==> src/rtl/pal_pkg.sv <==
// ----------------------------------------------------------------------------
// pal_pkg: shared definitions for the positional array list
// Request codes, status codes and the fixed widths of the request and
// result fields.
// ----------------------------------------------------------------------------
package pal_pkg;

    localparam int REQ_W  = 3;
    localparam int POS_W  = 7;
    localparam int VAL_W  = 32;
    localparam int STAT_W = 2;
    localparam int CNT_W  = 7;
    localparam int EXT_W  = 64;

    localparam logic [REQ_W-1:0] OP_INSERT = 3'd0;
    localparam logic [REQ_W-1:0] OP_DELETE = 3'd1;
    localparam logic [REQ_W-1:0] OP_GET    = 3'd2;
    localparam logic [REQ_W-1:0] OP_SEARCH = 3'd3;
    localparam logic [REQ_W-1:0] OP_CLEAR  = 3'd4;

    localparam logic [STAT_W-1:0] ST_OK    = 2'd0;
    localparam logic [STAT_W-1:0] ST_RANGE = 2'd1;
    localparam logic [STAT_W-1:0] ST_FULL  = 2'd2;

endpackage

==> src/rtl/positional_array_list.sv <==
// ----------------------------------------------------------------------------
// positional_array_list: fixed-capacity ordered list of data words
// A request is taken at a rising edge where start is high and busy is low.
// Insert, delete, get, search and clear operate on up to DEPTH words held in
// one synchronous memory with a registered read port.
//
// One result follows each request. It is shown for exactly one cycle with
// o_valid high; the receiver cannot stall it. busy stays high while a
// request is being worked on, so one request is in flight at a time.
// Clear, unknown codes and rejected requests are answered straight from idle;
// get reads the addressed word and returns it. Insert at p, with n the entry
// count, moves entries p to n - 1 up by one from the top down, then writes
// the new word at p; delete at p moves the entries above p down by one.
// Search reads from position 0 upward and ends at the first match, or after the last entry.
// The walks move one entry per cycle, paced by the single read and single
// write the memory allows each cycle; a read is overlapped with the write of
// the previous entry. Reset empties the list at once; the memory itself is
// not cleared, since only positions below the count are ever read.
// ----------------------------------------------------------------------------
module positional_array_list #(
    parameter int DEPTH      = 64,
    parameter int DATA_WIDTH = 32
) (
    input  logic                       i_clk,
    input  logic                       i_rst_n,
    input  logic                       start,
    output logic                       busy,
    input  logic [pal_pkg::REQ_W-1:0]  i_req_type,
    input  logic [pal_pkg::POS_W-1:0]  i_position,
    input  logic [pal_pkg::VAL_W-1:0]  i_value_in,
    output logic                       o_valid,
    output logic [pal_pkg::STAT_W-1:0] o_status,
    output logic [pal_pkg::VAL_W-1:0]  o_value_out,
    output logic                       o_found,
    output logic [pal_pkg::CNT_W-1:0]  o_count
);

    localparam int AW   = (DEPTH > 1) ? $clog2(DEPTH) : 1;
    localparam int CW   = $clog2(DEPTH + 1);
    localparam int CMPW = (CW > pal_pkg::POS_W) ? CW : pal_pkg::POS_W;

    typedef enum logic [2:0] {
        S_IDLE,
        S_INS,
        S_DEL,
        S_GET,
        S_SRCH
    } t_state;

    logic [DATA_WIDTH-1:0] mem [DEPTH];
    logic [DATA_WIDTH-1:0] r_rdata;

    t_state                    r_state, n_state;
    logic [CW-1:0]             r_cnt, n_cnt;
    logic [CW-1:0]             r_k, n_k;
    logic [CW-1:0]             r_pos, n_pos;
    logic [DATA_WIDTH-1:0]     r_val, n_val;
    logic                      r_pend, n_pend;
    logic                      r_pend_vout, n_pend_vout;
    logic [AW-1:0]             r_dst, n_dst;
    logic [DATA_WIDTH-1:0]     r_vout, n_vout;
    logic                      r_valid, n_valid;
    logic [pal_pkg::STAT_W-1:0] r_status, n_status;
    logic [pal_pkg::VAL_W-1:0] r_value_out, n_value_out;
    logic                      r_found, n_found;
    logic [pal_pkg::CNT_W-1:0] r_count, n_count;

    logic                      rd_en;
    logic [AW-1:0]             rd_addr;
    logic                      wr_en;
    logic [AW-1:0]             wr_addr;
    logic [DATA_WIDTH-1:0]     wr_data;

    logic [pal_pkg::EXT_W-1:0] in_ext;
    logic [pal_pkg::EXT_W-1:0] rdata_ext;
    logic [pal_pkg::EXT_W-1:0] vout_ext;
    logic [CMPW-1:0]           pos_x;
    logic [CMPW-1:0]           cnt_x;
    logic [CW-1:0]             pos_cw;
    logic [CW-1:0]             k_dec;
    logic [CW-1:0]             k_inc;

    assign in_ext    = pal_pkg::EXT_W'(i_value_in);
    assign rdata_ext = pal_pkg::EXT_W'(r_rdata);
    assign vout_ext  = pal_pkg::EXT_W'(r_vout);
    assign pos_x     = CMPW'(i_position);
    assign cnt_x     = CMPW'(r_cnt);
    assign pos_cw    = CW'(i_position);
    assign k_dec     = r_k - CW'(1);
    assign k_inc     = r_k + CW'(1);

    always_comb begin
        n_state     = r_state;
        n_cnt       = r_cnt;
        n_k         = r_k;
        n_pos       = r_pos;
        n_val       = r_val;
        n_pend      = r_pend;
        n_pend_vout = r_pend_vout;
        n_dst       = r_dst;
        n_vout      = r_vout;
        n_valid     = 1'b0;
        n_status    = pal_pkg::ST_OK;
        n_value_out = '0;
        n_found     = 1'b0;
        rd_en       = 1'b0;
        rd_addr     = '0;
        wr_en       = 1'b0;
        wr_addr     = '0;
        wr_data     = r_rdata;

        case (r_state)
            S_IDLE: begin
                if (start) begin
                    n_val  = in_ext[DATA_WIDTH-1:0];
                    n_pos  = pos_cw;
                    n_pend = 1'b0;
                    case (i_req_type)
                        pal_pkg::OP_INSERT: begin
                            if (pos_x > cnt_x) begin
                                n_valid  = 1'b1;
                                n_status = pal_pkg::ST_RANGE;
                            end else if (r_cnt == CW'(DEPTH)) begin
                                n_valid  = 1'b1;
                                n_status = pal_pkg::ST_FULL;
                            end else begin
                                n_k     = r_cnt;
                                n_state = S_INS;
                            end
                        end
                        pal_pkg::OP_DELETE: begin
                            if (pos_x >= cnt_x) begin
                                n_valid  = 1'b1;
                                n_status = pal_pkg::ST_RANGE;
                            end else begin
                                n_k     = pos_cw;
                                n_state = S_DEL;
                            end
                        end
                        pal_pkg::OP_GET: begin
                            if (pos_x >= cnt_x) begin
                                n_valid  = 1'b1;
                                n_status = pal_pkg::ST_RANGE;
                            end else begin
                                rd_en   = 1'b1;
                                rd_addr = pos_cw[AW-1:0];
                                n_state = S_GET;
                            end
                        end
                        pal_pkg::OP_SEARCH: begin
                            n_k     = '0;
                            n_state = S_SRCH;
                        end
                        pal_pkg::OP_CLEAR: begin
                            n_cnt   = '0;
                            n_valid = 1'b1;
                        end
                        default: begin
                            n_valid = 1'b1;
                        end
                    endcase
                end
            end
            S_INS: begin
                if (r_pend) begin
                    wr_en   = 1'b1;
                    wr_addr = r_dst;
                    wr_data = r_rdata;
                end
                if (r_k > r_pos) begin
                    rd_en   = 1'b1;
                    rd_addr = k_dec[AW-1:0];
                    n_dst   = r_k[AW-1:0];
                    n_pend  = 1'b1;
                    n_k     = k_dec;
                end else if (r_pend) begin
                    n_pend = 1'b0;
                end else begin
                    wr_en   = 1'b1;
                    wr_addr = r_pos[AW-1:0];
                    wr_data = r_val;
                    n_cnt   = r_cnt + CW'(1);
                    n_valid = 1'b1;
                    n_state = S_IDLE;
                end
            end
            S_DEL: begin
                if (r_pend) begin
                    if (r_pend_vout) begin
                        n_vout = r_rdata;
                    end else begin
                        wr_en   = 1'b1;
                        wr_addr = r_dst;
                        wr_data = r_rdata;
                    end
                end
                if (r_k < r_cnt) begin
                    rd_en       = 1'b1;
                    rd_addr     = r_k[AW-1:0];
                    n_pend      = 1'b1;
                    n_pend_vout = (r_k == r_pos);
                    n_dst       = k_dec[AW-1:0];
                    n_k         = k_inc;
                end else if (r_pend) begin
                    n_pend = 1'b0;
                end else begin
                    n_cnt       = r_cnt - CW'(1);
                    n_valid     = 1'b1;
                    n_value_out = vout_ext[pal_pkg::VAL_W-1:0];
                    n_state     = S_IDLE;
                end
            end
            S_GET: begin
                n_valid     = 1'b1;
                n_value_out = rdata_ext[pal_pkg::VAL_W-1:0];
                n_state     = S_IDLE;
            end
            S_SRCH: begin
                if (r_pend && (r_rdata == r_val)) begin
                    n_pend      = 1'b0;
                    n_valid     = 1'b1;
                    n_found     = 1'b1;
                    n_value_out = rdata_ext[pal_pkg::VAL_W-1:0];
                    n_state     = S_IDLE;
                end else if (r_k < r_cnt) begin
                    rd_en   = 1'b1;
                    rd_addr = r_k[AW-1:0];
                    n_pend  = 1'b1;
                    n_k     = k_inc;
                end else if (r_pend) begin
                    n_pend = 1'b0;
                end else begin
                    n_valid = 1'b1;
                    n_state = S_IDLE;
                end
            end
            default: begin
                n_state = S_IDLE;
            end
        endcase

        n_count = pal_pkg::CNT_W'(n_cnt);
    end

    always_ff @(posedge i_clk) begin
        if (wr_en) begin
            mem[wr_addr] <= wr_data;
        end
        if (rd_en) begin
            r_rdata <= mem[rd_addr];
        end
    end

    always_ff @(posedge i_clk) begin
        if (!i_rst_n) begin
            r_state <= S_IDLE;
            r_cnt   <= '0;
            r_pend  <= 1'b0;
            r_valid <= 1'b0;
        end else begin
            r_state     <= n_state;
            r_cnt       <= n_cnt;
            r_pend      <= n_pend;
            r_valid     <= n_valid;
            r_k         <= n_k;
            r_pos       <= n_pos;
            r_val       <= n_val;
            r_pend_vout <= n_pend_vout;
            r_dst       <= n_dst;
            r_vout      <= n_vout;
            r_status    <= n_status;
            r_value_out <= n_value_out;
            r_found     <= n_found;
            r_count     <= n_count;
        end
    end

    assign busy        = (r_state != S_IDLE);
    assign o_valid     = r_valid;
    assign o_status    = r_status;
    assign o_value_out = r_value_out;
    assign o_found     = r_found;
    assign o_count     = r_count;

endmodule
==> config.mk <==
export PLATFORM = sky130hd
export DESIGN_NAME = positional_array_list
export DESIGN_NICKNAME = d
export VERILOG_FILES = /design/src/rtl/pal_pkg.sv /design/src/rtl/positional_array_list.sv
export SDC_FILE = /design/constraint.sdc
export NUM_CORES = 2
export LEC_CHECK = 0
export ABC_CLOCK_PERIOD_IN_PS = 5120
export BUFFER_PORTS_ARGS = -buffer_cell sky130_fd_sc_hd__buf_2
export CELL_PAD_IN_SITES_DETAIL_PLACEMENT = 0
export CELL_PAD_IN_SITES_GLOBAL_PLACEMENT = 2
export CORE_MARGIN = 3
export CORE_UTILIZATION = 34
export DETAILED_ROUTE_END_ITERATION = 8
export PLACE_DENSITY_LB_ADDON = 0.1
export SETUP_SLACK_MARGIN = 0.05
export SYNTH_ARGS = -nofsm -noshare
export SYNTH_HDL_FRONTEND = slang
export SYNTH_SLANG_ARGS = --single-unit
export TNS_END_PERCENT = 5
==> constraint.sdc <==
create_clock -name i_clk -period 5.12 [get_ports i_clk]
set_input_delay 0.768 -clock i_clk [delete_from_list [all_inputs] [get_ports i_clk]]
set_output_delay 0.768 -clock i_clk [all_outputs]
set_load 0.02 [all_outputs]
### Word level (Yosys, flattened, before mapping)

Memory sizes are Yosys's and may differ from the RTL's. A register that Yosys moved wholly into a read port is not among the register bits.
Cells that the tools add are included.

| operators by class | value |
|---|---|
| $add $sub $neg | 4 |
| $lt $le $gt $ge | 4 |
| eq/ne operators | 22 |
| muxes and demuxes | 82 |
| reduce and logical (&&, ||, !) cells | 15 |

Operators with widths:

| operator | number |
|---|---|
| $mux W32 | 6 |
| $pmux W32 S3 | 1 |
| $mux W7 | 13 |
| $mux W6 | 13 |
| $pmux W7 S3 | 2 |
| $eq A32 B32 Y1 | 1 |
| $pmux W7 S4 | 1 |
| $mux W3 | 9 |
| $mux W1 | 24 |
| $pmux W3 S4 | 2 |
| $pmux W6 S2 | 2 |
| $pmux W6 S4 | 1 |
| $add A7 B1 Y7 const B | 2 |
| $gt A7 B7 Y1 | 2 |
| $sub A7 B1 Y7 const B | 2 |
| $eq A3 B2 Y1 const B | 4 |
| $ne A3 B3 Y1 const B | 4 |
| $ne A2 B2 Y1 const B | 5 |
| $reduce_and A9 Y1 | 1 |
| $pmux W1 S4 | 2 |
| $reduce_and A4 Y1 | 2 |
| $eq A7 B7 Y1 | 1 |
| $eq A7 B7 Y1 const B | 1 |
| $ge A7 B7 Y1 | 1 |
| other kinds (19) | 25 |

| word-level totals | value |
|---|---|
| register bits after elaboration | 139 |
| bits in writable memories | 2048 |
| input port bits | 45 |
| logic and storage cells | 142 |
| memories | 1 |

Memory list:

| memory | words | bits a word | rd ports | clocked after Yosys merged registers in | wr ports | line | RTL |
|---|---|---|---|---|---|---|---|
| mem | 64 | 32 | 1 | 1 | 1 | positional_array_list.sv:50 | `logic [DATA_WIDTH-1:0] mem [DEPTH];` |

### Depth between registers and ports, before layout

| logic depth | value |
|---|---|
| depth after elaboration | 6 |
| mapped depth | 16 |
| depth with buffers taken out | 12 |

### Least setup slack after synthesis

No wires, ideal clock.

| timing path | value |
|---|---|
| path type | register -> register |
| start point | register r_k[3] |
| end point | memory mem[0][17] (data pin) |
| setup time | 702 ps |
| arrival time | 4628 ps |
| required time | 4418 ps |
| setup slack | -210 ps |
| stages on the path, launching flop included | 10 |
| clock period less this slack | 5330 ps |
| cells stage by stage | edfxtp_1 -> ha_1 -> nand4_1 -> a21o_1 -> a21oi_1 -> nand2b_1 -> nor2_1 -> clkbuf_1 -> buf_1 -> o21ai_0 |

| on the way | value |
|---|---|
| cells in the longest elaborated chain, start to end | 3 |

RTL lines:

| what | line | RTL |
|---|---|---|
| start, declared | positional_array_list.sv:55 | `logic [CW-1:0] r_k, n_k;` |
| start signal, assigned | positional_array_list.sv:265 | `r_k <= n_k;` |
| $gt A7 B7 Y1 | positional_array_list.sv:170 | `if (r_k > r_pos) begin` |
| $mux W32 | positional_array_list.sv:170 |  |
| $mux W32 | n/a |  |
| net wr_data[17] | positional_array_list.sv:72 | `logic [DATA_WIDTH-1:0] wr_data;` |
| end, declared | positional_array_list.sv:50 |  |

The timed path passes the listed nets, and every way through them passes these cells.

### Worst setup path after layout

| timing path | value |
|---|---|
| start point | register r_rdata[27], read port of mem |
| end point | register r_rdata[2], read port of mem (data pin) |

| on the way | value |
|---|---|
| cells in the longest elaborated chain, start to end | 4 |
| elaborated cells between the ends (all ways) | 6 |
| those cells by class | 1 x eq/ne; 4 x mux; 1 x reduce/logical |

RTL lines:

| what | line | RTL |
|---|---|---|
| start, declared | positional_array_list.sv:51 | `logic [DATA_WIDTH-1:0] r_rdata;` |
| $eq A32 B32 Y1 * | positional_array_list.sv:219 | `if (r_pend && (r_rdata == r_val)) begin` |
| $logic_and A1 B1 Y1 * | positional_array_list.sv:219 |  |
| $mux W6 / $mux W1 (equally long branches) | positional_array_list.sv:219 |  |
| $pmux W6 S4 / $pmux W1 S4 (equally long branches) | positional_array_list.sv:112 | `case (r_state)` |

Mark *: on every way between the ends. The rest lies on a longest branch, timed or not.
A chain may end at the register's enable or synchronous reset.

==> impl_results.md <==
- Status: finished, final reports clean
- Ys Warns: 0
- Initial antenna violation count: 26
- Post-Syn Area: 87,000 um2
- Total Routed Length: 307,000 um
- Endpoints failing setup: 0
- Static Leak: 0.0348 uW
- Die area: 262,000 um2
- Clock Pin Slew Worst Setup and Hold Paths: 60 ps
- Nets@finish: 6,081
- Synth cell types: 76
- RSZ-0062 raised after global routing: true
- Critical path arrival: 5680 ps
- Worst Skew: 72.3 ps
- # clock sinks: 2,219
- DR vias: 52,300
- Setup slack, reg-to-reg: 130 ps
- Crit-path max cell delay: 840 ps
- Total iterations of the first detailed-routing run: 5
- Reg2reg path depth: 13
- Slowest stage cell on the critical path: edfxtp_1
- Delay-heaviest family, CP: simple AND/OR/NAND/NOR gates
- Startpoint Class: register
- Vias in the first global route: 51,200
- Placeable Area: 254,000 um2
- CTS tree: built
- Area grow syn2layout: 19.9%
- Max-cap violations: 0
- CTS root buffer: clkbuf_16
- Top-level I/O count: 89
- Post-route cell area: 104,000 um2
- I/O Buffers: 88
- Tot GR Track Use: 23.0%
- Placed Instance Area: 95,500 um2
- Area of the multi-input gates: 19,600 um2
- Placed Cells: 9,067
- Start point of the critical path: r_rdata[27]
- Post-route insts no fill: 9,569
- Synth area leader: edfxtp_1
- Global route overflow: 0
- Wire length per cell: 32.1 um
- Commonest non-fill, non-tap cells in the layout: 2,207 x edfxtp_1, 1,196 x nand2_1, 441 x nand3_1, 286 x clkbuf_16, 241 x nand4_1
- Crit path buffers/inverters: 3
- Register area: 66,500 um2
- Final design utilization: 41.0%
- Cell-by-cell trace of the critical path: xnor2_2 -> nand2_1 -> nor4_1 -> nand4_1 -> a211oi_4 -> buf_12 -> buf_12 -> buf_12 -> mux2i_1 -> a32oi_1 -> nand4_1 -> nand3_1 -> o22a_1
- Worst R2R Start: r_rdata[27]
- Worst Hold Class: in -> reg
- Commonest non-fill, non-tap cell in the layout: edfxtp_1
- Final Hold Slack: 73.5 ps
- Top FF cell, synth: edfxtp_1
- Largest net degree at the start of global routing: 102
- Final Cycle Share: 97.5%
- Starting DRT DRC Count: 5,905
- CP Class: reg -> reg
- Longest Clk Path Bufs: 4
- Die height: 512 um
- CP endpoint: r_rdata[2]
- CP endpoint kind: register
- Required @ worst endpoint: 5800 ps
- Top cell by count, worst path: buf_12
- Remaining DRCs: 0
- Crit path max fanout: 75
- Vias per Instance: 5.46
- Sequential area share after synthesis: 76.4%
- Pwr Density: 404 nW/um2
- Post-route ant nets: 0
- Slew @ Worst Pin: 1220 ps
- Initial core utilization: 34.2%
- FP Rows: 185
- Dominant cells by area after synthesis: edfxtp_1 76%, nand2_1 5.2%, mux4_2 3.3%
- Hold Violations, Final: 0
- Max rail drop VDD: 0.399 mV
- Worst path depth: 13
- CTS H-Tree Depth: 5
- Post-synth EDFFs: 2,207
- First-pass GRT wire length: 422,000 um
- Reg2reg end: r_rdata[2]
- CTS buffer count: 277
- Final min period: 4990 ps
- Asr flop ratio synth: 0%
- Slew Limit Fails: 0
- Max Fclk: 0.200 GHz
- Clk_lat worst skew: 930 ps
- Fillcell total: 23,100
- Proportion of layout cells with a drive suffix above 1: 17.5%
- Post-synthesis cell count: 5,566
- Worst slew margin: 18.4%
- Yosys reg bits: 2,219
- Dpl hpwl: 176,000 um
- Routability congestion estimate: 0.794
- Post-synth top area share: 76.1%
- DIE WIDTH: 512 um
- Syn_area_per_cell: 15.6 um2
- Synth Net Count: 5,635
-- power by group --
| part | total [uW] | internal (uW) | switching, uW |
|---|---|---|---|
| Sequential | 20500 | 20400 | 109 |
| Clock | 18600 | 11100 | 7410 |
| Combinational | 3150 | 947 | 2210 |
| Total | 42200 | 32500 | 9720 |
-- metrics by stage --
stage	setup TNS, ps	setup WS, ps	total power (uW)
4_1_cts	0	59.0	42600
3_3_place_gp	-122	-122	24000
2_1_floorplan	-40410	-210	22200
5_1_grt	0	24.6	43500
3_5_place_dp	-27.6	-27.6	24000
6_report	0	127	42200
-- metal layers --
layer | GRT usage (%) | wire, um
met2 | 33.8 | 133000
met5 | 0 | 9
met1 | 34.2 | 143000
met4 | 5.41 | 6910
met3 | 5.54 | 23200
-- state kept, by name (all words and copies together) (netlist names), 7 cells and up --
name	flops
o_value_out	32
r_val	32
mem	2048
cnt_x	7
r_pos	7
o_count	7
r_vout	32
r_rdata	32
r_k	7
-- worst register-to-register path, stage by stage, from the launching register on --
cell and delay, ps:
edfxtp_1 840, xnor2_2 230, nand2_1 90, nor4_1 290, nand4_1 340, a211oi_4 460
buf_12 240, buf_12 220, buf_12 260, mux2i_1 540, a32oi_1 90, nand4_1 180
nand3_1 580, o22a_1 410
-- Yosys cell counts (5+ instances only) --
cell type and instances:
a22oi_1 68, o21ai_0 20, dfxtp_1 12, and2_1 15
buf_4 19, a221oi_1 5, clkbuf_1 161, nor2_1 108
nand2_1 1196, a31oi_1 6, a21o_1 5, mux2_2 30
mux4_2 126, o21a_1 6, ha_1 24, a22o_1 38
nand2b_1 19, or3_1 5, nand3_1 442, xnor2_1 29
a32oi_1 196, buf_2 119, o22ai_1 8, o22a_1 31
buf_6 8, inv_1 25, mux2i_1 197, nor3_1 20
nor3b_1 7, and3_1 10, a21oi_1 60, edfxtp_1 2207
xor2_1 11, buf_1 23, nand4_1 241
-- worst min-delay path by stage --
stage | start | endpoint | cells after the start
floorplan | r_rdata[17] | r_vout[17] | 0
global placement | r_rdata[1] | r_vout[1] | 0
detailed placement | r_vout[4] | o_value_out[4] | 1
CTS | i_value_in[10] | r_val[10] | 1
global route | i_value_in[10] | r_val[10] | 1
finish | i_position[0] | r_pos[0] | 1
-- layout make-up --
cell class                 instances  share of cell area (%)
timing repair buffer             498                    5.26
antenna                            3                 0.00719
clock buffer                     348                    7.08
clock inverter                   119                    1.02
multi-input combinational       2988                    18.8
inverter                          28                   0.101
tap                             3366                    4.03
sequential                      2219                    63.7
-- kinds of logic (layout without fill, tap and decap cells) --
family                   count (synthesis)  count (layout)  share of synthesized area, %
flip-flops                            2219            2219                          76.4
AND/OR/NAND/NOR                       2086            2086                          10.6
adder cells (fa/ha/maj)                 24              24                         0.345
AO/OA/AOI/OAI                          485             485                          4.40
other                                    0               3                             0
multiplexers                           353             353                          5.91
XOR/XNOR                                40              40                         0.403
buffers and inverters                  359             993                          1.87
-- repair_timing --
item | 4_1_cts | 5_1_grt
pin swaps | 1 | 4
resized for setup | 0 | 12
hold buffers | 27 | 0
endpoints found under the setup margin | 1 | 2
gates cloned | 0 | 1
setup buffers | 0 | 4
hold endpoints to repair | 27 | 0
Power figures use the tool's default switching activity.
